[config.mk]
export PLATFORM = sky130hd
export DESIGN_NAME = scw_ram
export DESIGN_NICKNAME = d
export VERILOG_FILES = /design/src/rtl/assert_macros.svh /design/src/rtl/scw_ram.sv
export SDC_FILE = /design/constraint.sdc
export NUM_CORES = 1
export LEC_CHECK = 0
export BUFFER_PORTS_ARGS = -buffer_cell sky130_fd_sc_hd__buf_2
export CORE_ASPECT_RATIO = 0.5
export CORE_MARGIN = 8
export CORE_UTILIZATION = 54
export CTS_CLUSTER_SIZE = 14
export DETAILED_ROUTE_END_ITERATION = 16
export GPL_ROUTABILITY_DRIVEN = 0
export PLACE_DENSITY = 0.72
export SETUP_SLACK_MARGIN = 0.1
export SLEW_MARGIN = 20
export SYNTH_ARGS = -nofsm -noshare
export SYNTH_HDL_FRONTEND = slang
export SYNTH_SLANG_ARGS = --single-unit
[constraint.sdc]
create_clock -name clk -period 1.7 [get_ports clk]
set_clock_uncertainty 0.15 [all_clocks]
set_input_delay 0 -clock clk [delete_from_list [all_inputs] [get_ports clk]]
set_output_delay 0 -clock clk [all_outputs]
set_load 0.01 [all_outputs]
[src/rtl/assert_macros.svh]
// Assertion macros, included by square_coin_ways_counter.sv.
// The macros assume a clock named clk and an active-high reset named rst.
`ifndef ASSERT_MACROS_SVH
`define ASSERT_MACROS_SVH
`ifndef SYNTHESIS
// Check prop at every clock edge outside reset.
`define SCW_ASSERT(lbl, prop, msg) \
  lbl: assert property (@(posedge clk) disable iff (rst) (prop)) else $error(msg);
// Check that expr holds in the cycle after cond.
`define SCW_ASSERT_NEXT(lbl, cond, expr, msg) \
  lbl: assert property (@(posedge clk) disable iff (rst) (cond) |=> (expr)) else $error(msg);
`else
`define SCW_ASSERT(lbl, prop, msg)
`define SCW_ASSERT_NEXT(lbl, cond, expr, msg)
`endif
`endif

[src/rtl/scw_ram.sv]
`default_nettype none
module scw_ram #(
  parameter int WIDTH = 8,
  parameter int DEPTH = 16
) (
  input  logic                             clk,
  input  logic                             we,
  input  logic [$clog2(DEPTH > 1 ? DEPTH : 2)-1:0] waddr,
  input  logic [WIDTH-1:0]                 wdata,
  input  logic [$clog2(DEPTH > 1 ? DEPTH : 2)-1:0] raddr,
  output logic [WIDTH-1:0]                 rdata
);

  logic [WIDTH-1:0] mem [DEPTH];

  always_ff @(posedge clk) begin
    if (we) begin
      mem[waddr] <= wdata;
    end
    rdata <= mem[raddr];
  end

endmodule
`default_nettype wire

==> results by group, run 1 <==
Status
  • Result of the run: finished, final reports clean

Setup path
  • Critical path buffers and inverters: 0
  • Arr. time, crit path: 1.69 ns
  • Setup crit start kind: flip-flop
  • Largest stage delay on the critical path: 0.51 ns
  • Required time of the worst setup path: 1.84 ns
  • Largest fanout of any net on the critical path: 1
  • Critical-path cell with the highest stage delay: sky130_fd_sc_hd__mux4_1
  • Sort of element at the end of the critical path: flip-flop
  • Critical path's top delay family: multiplexers
  • Ordered list of cells on the worst path: mux4_1, a22oi_1, nand2_1
  • Type of the worst setup path: reg -> reg

Global route
  • Total congestion overflow after global routing: 0
  • Vias in the first global route: 2715
  • Wire length of the first global-routing pass: 15.6 mm
  • Number of antenna violations at the first check in global routing: 0
  • Pin count of the biggest net entering global routing: 33
  • Combined global-route utilization of all metal layers: 16.6%

Die
  • Die height: 85.0 um
  • Placement row count: 25
  • Core region area: 9350 um^2
  • Initial cell density of the core: 55.0%
  • Total Die Area: 13100 um^2
  • Horiz. Die Dim: 154 um
  • Ports: 26

Logic synthesis
  • Post-synthesis instance area: 5150 um^2
  • Post-synthesis cell count: 229
  • Synthesized-area fraction occupied by and/or/nand/nor cells: 3.18%
  • Parity-gate share of the synthesized area counting xor and xnor cells: 0%
  • Synth cell types: 19
  • Sequential area share after synthesis: 77.8%
  • Synthesized Nets: 247
  • Synthesized-area fraction occupied by ao, oa, aoi and oai cells: 2.33%
  • Mean area per synthesized cell: 22.5 um^2
  • Dominant combinational cell family by area after synthesis: multiplexers
  • Post-synthesis adder-cell area fraction: 0%
  • Number of register bits inferred by synthesis: 136
  • Count of synthesis-stage warnings from yosys: 0
  • Share of synthesized area spent on multiplexers: 15.0%

STA
  • Setup total negative slack: 0 ns
  • Worst Tran Pin Value: 0.490 ns
  • Tcrit/Tclk final: 91.4%
  • Number of endpoints with negative hold slack in the final report: 0
  • Setup repair after global routing missed its margin: false
  • Slew HR: 67.2%
  • Final worst path period need: 1.55 ns
  • Highest achievable clock rate: 644 MHz
  • Number of max-slew violations in the final report: 0
  • Endpoints failing setup: 0
  • Worst hold margin: 0.113 ns

Clock tree
  • Buffer depth of the longest clock path: 2
  • Number of buffers inserted during clock tree synthesis: 17
  • Max H-tree Level: 4
  • Buffers inserted by post-CTS timing repair: 0
  • Insertion delay to the later sink of the worst-skew pair: 0.41 ns
  • Sink count of the clock tree: 136
  • CTS root buffer: sky130_fd_sc_hd__clkbuf_16
  • Clock slew seen by the registers of the worst setup and hold paths: 0.05 ns
  • CTS tree: built

Placed design
  • Detailed placer's ending HPWL: 6.12 mm
  • Number of port buffers: 25

Pwr
  • Static leakage: 0.00216 uW
  • Total internal power: 6150 uW
  • Power spent charging and discharging nets: 1500 uW
  • Power density over the cells: 1220 nW/um^2
  • Clock network power share: 45.4%
  • Combinational cell fraction of total power: 5.2%
  • Max VDD drop: 0.000664 V
  • Share of power burned in registers: 49.4%
  • Fraction of power spent switching nets: 19.6%

Routing
  • Number of nets with antenna violations after detailed routing: 0
  • Detail-routed via count per cell: 5.92
  • Total iterations of the first detailed-routing run: 4
  • Routed wire length per instance: 23.5 um
  • Detailed Route Iter0 Violations: 239
  • Routed WL: 10.2 mm
  • DR DRC count: 0
  • Number of vias in the routed layout: 2571

Worst hold path
  • Path category of the worst min-delay check: in -> reg

Cells and area
  • Layout cells sized above 1: 32.6%
  • Leading cell type in the layout, fill and taps excluded: sky130_fd_sc_hd__edfxtp_1
  • Signed area change from the synthesized netlist to the final layout: 21.5%
  • Most used cells in the layout excluding fill and tap cells: 128 x sky130_fd_sc_hd__edfxtp_1, 25 x sky130_fd_sc_hd__buf_2, 23 x sky130_fd_sc_hd__buf_4, 19 x sky130_fd_sc_hd__mux4_2, 17 x sky130_fd_sc_hd__clkbuf_16
  • Count of inserted antenna diode cells: 0
  • Net count reported at finish: 318

Run
  • Number of max-cap violations: 0
[flip-flops by register name, indices dropped and copies added, names as in the netlist]
register and cells:
mem 128, rdata 8
[worst paths after layout]
check,endpoint,from,cells after the start,slack [ns]
max reg2reg,rdata[4],mem[9][4],3,0.15
max,rdata[4],mem[9][4],3,0.15
min reg2reg,rdata[3],mem[15][3],3,0.52
min,mem[15][7],waddr[2],4,0.11
[area by class of cell]
type	instances	area (um^2)
Sequential cell	136	4000
Fill cell	540	3100
Multi-Input combinational cell	83	1070
Clock buffer	22	464
Timing Repair Buffer	62	458
Tap cell	121	151
Clock inverter	10	104
[cell usage after synthesis]
library cell	count	area share, %
sky130_fd_sc_hd__edfxtp_1	128	75
sky130_fd_sc_hd__mux4_2	18	7.9
sky130_fd_sc_hd__a22oi_1	16	2.3
sky130_fd_sc_hd__mux4_1	14	7.1
sky130_fd_sc_hd__nor2_1	13	0.95
sky130_fd_sc_hd__nand2_1	9	0.66
sky130_fd_sc_hd__dfxtp_1	8	3.1
sky130_fd_sc_hd__nor3_1	4	0.39
sky130_fd_sc_hd__buf_2	3	0.29
sky130_fd_sc_hd__buf_6	3	0.66
sky130_fd_sc_hd__clkdlybuf4s25_2	3	0.58
sky130_fd_sc_hd__nand2b_1	2	0.24
sky130_fd_sc_hd__nand3b_1	2	0.29
sky130_fd_sc_hd__and2_1	1	0.12
sky130_fd_sc_hd__and2b_1	1	0.15
sky130_fd_sc_hd__buf_4	1	0.15
sky130_fd_sc_hd__nand3_1	1	0.097
sky130_fd_sc_hd__nor2b_1	1	0.12
sky130_fd_sc_hd__or3b_2	1	0.17
[stage by stage]
step / power [uW] / setup slack (ns) / cell area (um^2) / utilization, % / std cells
after detailed placement: 4210 / 0.0140 / 5560 / 59.4 / 390
after floorplan: 4040 / 0.284 / 5150 / - / 229
after global routing: 7870 / 0.115 / 6250 / 66.9 / 434
after CTS: 7690 / 0.119 / 6250 / 66.8 / 434
final: 7650 / 0.146 / 6250 / 66.9 / 434
after global placement: 4200 / 0.0242 / 5560 / 59.4 / 390
[per-layer routing]
layer	wire [um]	GRT usage, %	vias to the layer above
met5	0	0	-
met4	180	8.12	0
met3	1300	6.34	15
met2	4810	25.1	152
met1	3930	20.9	1292
li1	-	-	1112
[power groups by stage]
stage / Combinational (uW) / Clock, uW / Sequential, uW
floorplan: 191 / 0 / 3840
CTS: 394 / 3520 / 3770
global placement: 358 / 0 / 3840
detailed placement: 370 / 0 / 3840
global route: 428 / 3660 / 3780
finish: 398 / 3470 / 3770
[tightest hold or removal path, stage by stage]
cell                      delay [ns]
sky130_fd_sc_hd__buf_2          0.12
sky130_fd_sc_hd__nand3_1        0.13
sky130_fd_sc_hd__nor2_1         0.06
sky130_fd_sc_hd__buf_4          0.18
[kinds of logic after synthesis]
family / Yosys count
flops: 136
simple gates: 35
mux: 32
compound gates: 16
buf+inv: 10
[timing repair]
action / in CTS / in global routing
resized for setup: 1 / 3
hold buffers: 12 / 0
pin swaps: 0 / 1
endpoints found under the setup margin: 1 / 3
hold endpoints to repair: 137 / 0
Note: power is estimated with default switching activity, not from simulation.
==> run 2, diff against run 1 <==
CORE_UTILIZATION = 45   (was 54)
PLACE_DENSITY = 0.62   (was 0.72)
==> run 2 against run 1 <==
  * Fmax up 0.65%
  * Cell count up 6.0%
  * Cell area up 1.9%
  * Global-route usage down 2.7 points
  * Register-to-register slack about the same
  * Via count down 2.1%
  * Sequential share of layout area down 1.2 points
==> results by group, run 2 (synthesis results as in run 1) <==
Clock tree
  • Number of buffers inserted during clock tree synthesis: 17 (unchanged)
  • Max H-tree Level: 4 (unchanged)
  • Insertion delay to the later sink of the worst-skew pair: 0.41 ns (about the same)
  • Buffers inserted by post-CTS timing repair: 0 (unchanged)
  • CTS tree: built
  • CTS root buffer: sky130_fd_sc_hd__clkbuf_16
  • Clock slew seen by the registers of the worst setup and hold paths: 0.06 ns (about the same)
  • Sink count of the clock tree: 136 (unchanged)
  • Buffer depth of the longest clock path: 2 (unchanged)

Setup path
  • Endpoint of the worst-slack reg-to-reg timing path: rdata[3]
  • WP depth: 3 (unchanged)
  • Worst flop-to-flop path startpoint: mem[8][3]
  • Largest fanout of any net on the critical path: 1 (unchanged)
  • End point of the critical path: rdata[3]
  • Arr. time, crit path: 1.68 ns (about the same)
  • Critical path's top delay family: multiplexers
  • Ordered list of cells on the worst path: mux4_1, a22oi_1, nand2_1
  • Critical path buffers and inverters: 0 (unchanged)
  • Critical path launch point: mem[8][3]
  • Largest stage delay on the critical path: 0.49 ns (-0.02 ns)
  • Worst Reg2Reg Path Length in Cells: 3 (unchanged)
  • Type of the worst setup path: reg -> reg
  • Required time of the worst setup path: 1.84 ns (about the same)
  • Worst R2R Setup Slack: 0.16 ns (about the same)
  • Setup crit start kind: flip-flop
  • Sort of element at the end of the critical path: flip-flop
  • Critical-path cell with the highest stage delay: sky130_fd_sc_hd__mux4_1

Placed design
  • Detailed placer's ending HPWL: 6.34 mm (+3.7%)
  • Post-placement setup slack: -0.0605 ns (-0.0745 ns)
  • Number of port buffers: 25 (unchanged)
  • # placed instances: 417 (+6.9%)

Routing
  • Detail-routed via count per cell: 5.47 (-7.6%)
  • Routed wire length per instance: 21.9 um (-7.1%)
  • Total iterations of the first detailed-routing run: 4 (unchanged)
  • Routed WL: 10.1 mm (-1.5%)
  • DR DRC count: 0 (unchanged)
  • Detailed Route Iter0 Violations: 239 (unchanged)
  • Number of vias in the routed layout: 2518 (-2.1%)
  • Number of nets with antenna violations after detailed routing: 0 (unchanged)

Cells and area
  • Net count reported at finish: 320 (+0.63%)
  • Regs by FF count: mem (128), rdata (8)
  • FILL cells: 807 (+49%)
  • Layout cells sized above 1: 33.7% (+1.1 points)
  • Leading cell type in the layout, fill and taps excluded: sky130_fd_sc_hd__edfxtp_1
  • Most used cells in the layout excluding fill and tap cells: 128 x sky130_fd_sc_hd__edfxtp_1, 25 x sky130_fd_sc_hd__buf_2, 25 x sky130_fd_sc_hd__buf_4, 18 x sky130_fd_sc_hd__mux4_2, 17 x sky130_fd_sc_hd__clkbuf_16
  • Number of standard cells in the layout, taps in and fillers out: 460 (+6.0%)
  • Register ranked first by flip-flop count: mem
  • Flip-flop count of the largest register after layout: 128 (unchanged)
  • Signed area change from the synthesized netlist to the final layout: 23.8%
  • Count of inserted antenna diode cells: 0 (unchanged)

Status
  • Result of the run: finished, final reports clean

Die
  • Total Die Area: 15300 um^2 (+17%)
  • Core region area: 11100 um^2 (+18%)
  • Die height: 91.6 um (+7.7%)
  • Initial cell density of the core: 46.5% (-8.6 points)
  • Ports: 26 (unchanged)
  • Horiz. Die Dim: 167 um (+8.6%)
  • Placement row count: 27 (+8.0%)

STA
  • Final setup margin: 0.156 ns (+0.0101 ns)
  • Worst Tran Pin Value: 0.455 ns (-0.0348 ns)
  • Slew HR: 69.6% (+2.4 points)
  • Setup total negative slack: 0 ns (unchanged)
  • Final worst path period need: 1.54 ns (-0.0101 ns)
  • Number of endpoints with negative hold slack in the final report: 0 (unchanged)
  • Highest achievable clock rate: 648 MHz (+0.65%)
  • Number of max-slew violations in the final report: 0 (unchanged)
  • Tcrit/Tclk final: 90.8% (-0.59 points)
  • Setup repair after global routing missed its margin: false
  • Endpoints failing setup: 0 (unchanged)

Global route
  • Total congestion overflow after global routing: 0 (unchanged)
  • Combined global-route utilization of all metal layers: 13.9% (-2.7 points)
  • Vias in the first global route: 2569 (-5.4%)
  • Number of antenna violations at the first check in global routing: 0 (unchanged)
  • Pin count of the biggest net entering global routing: 33 (unchanged)
  • Wire length of the first global-routing pass: 15.3 mm (-1.8%)

Worst hold path
  • Path category of the worst min-delay check: in -> reg

Pwr
  • Power density over the cells: 1250 nW/um^2 (+2.5%)
  • Static leakage: 0.00220 uW (+1.9%)
  • Max VDD drop: 0.000597 V (-10%)

Run
  • Number of max-cap violations: 0 (unchanged)
## run 2: metal layers
layer	vias to the layer above	wire [um]	track usage [%]
met5	-	0	0
li1	1124	-	-
met1	1316	4770	18.3
met2	62	4680	20.8
met4	0	142	5.09
met3	16	468	5.47
## run 2: stage by stage
stage          hold slack (ns)  util (%)  total power [uW]  area (um^2)
2_1_floorplan          -0.0511         -              4040         5150
3_3_place_gp             0.238      50.7              4200         5620
3_5_place_dp             0.252      50.7              4220         5620
4_1_cts                 0.0162      57.4              8050         6360
5_1_grt                 0.0747      57.5              8240         6370
6_report                0.0376      57.5              7990         6370
## run 2: timing repair
item / CTS / global route
gates resized for setup: 1 / 2
hold buffers: 11 / 0
endpoints found under the setup margin: 1 / 2
hold endpoints to repair: 137 / 0
## run 2: power by group
part / internal, uW / switching [uW]
clock: 2460 / 1360
combinational: 184 / 217
sequential: 3750 / 19.1
## run 2: worst min-delay path by stage
stage	start	slack, ns	endpoint	cells after the start
global placement	wdata[5]	0.24	mem[14][5]	1
global route	waddr[2]	0.07	mem[3][7]	4
floorplan	wdata[0]	-0.05	mem[0][0]	0
CTS	raddr[2]	0.02	rdata[3]	5
detailed placement	wdata[0]	0.25	mem[5][0]	1
finish	raddr[2]	0.04	rdata[4]	5
## run 2: layout make-up
type / count / area, um^2 / area share, %
well taps: 145 / 181 / 2.85
repair buffers: 64 / 483 / 7.58
multi-input cells: 83 / 1080 / 16.9
clock buffers: 18 / 429 / 6.73
clock inverters: 14 / 200 / 3.14
flip-flops and latches: 136 / 4000 / 62.8
## run 2: tightest hold or removal path, delay by kind of cell
| kind | cells | cell delay (ns) |
|---|---|---|
| and+or+nand+nor | 2 | 0.16 |
| AOI/OAI and AO/OA | 1 | 0.10 |
| buffers and inverters | 2 | 0.30 |
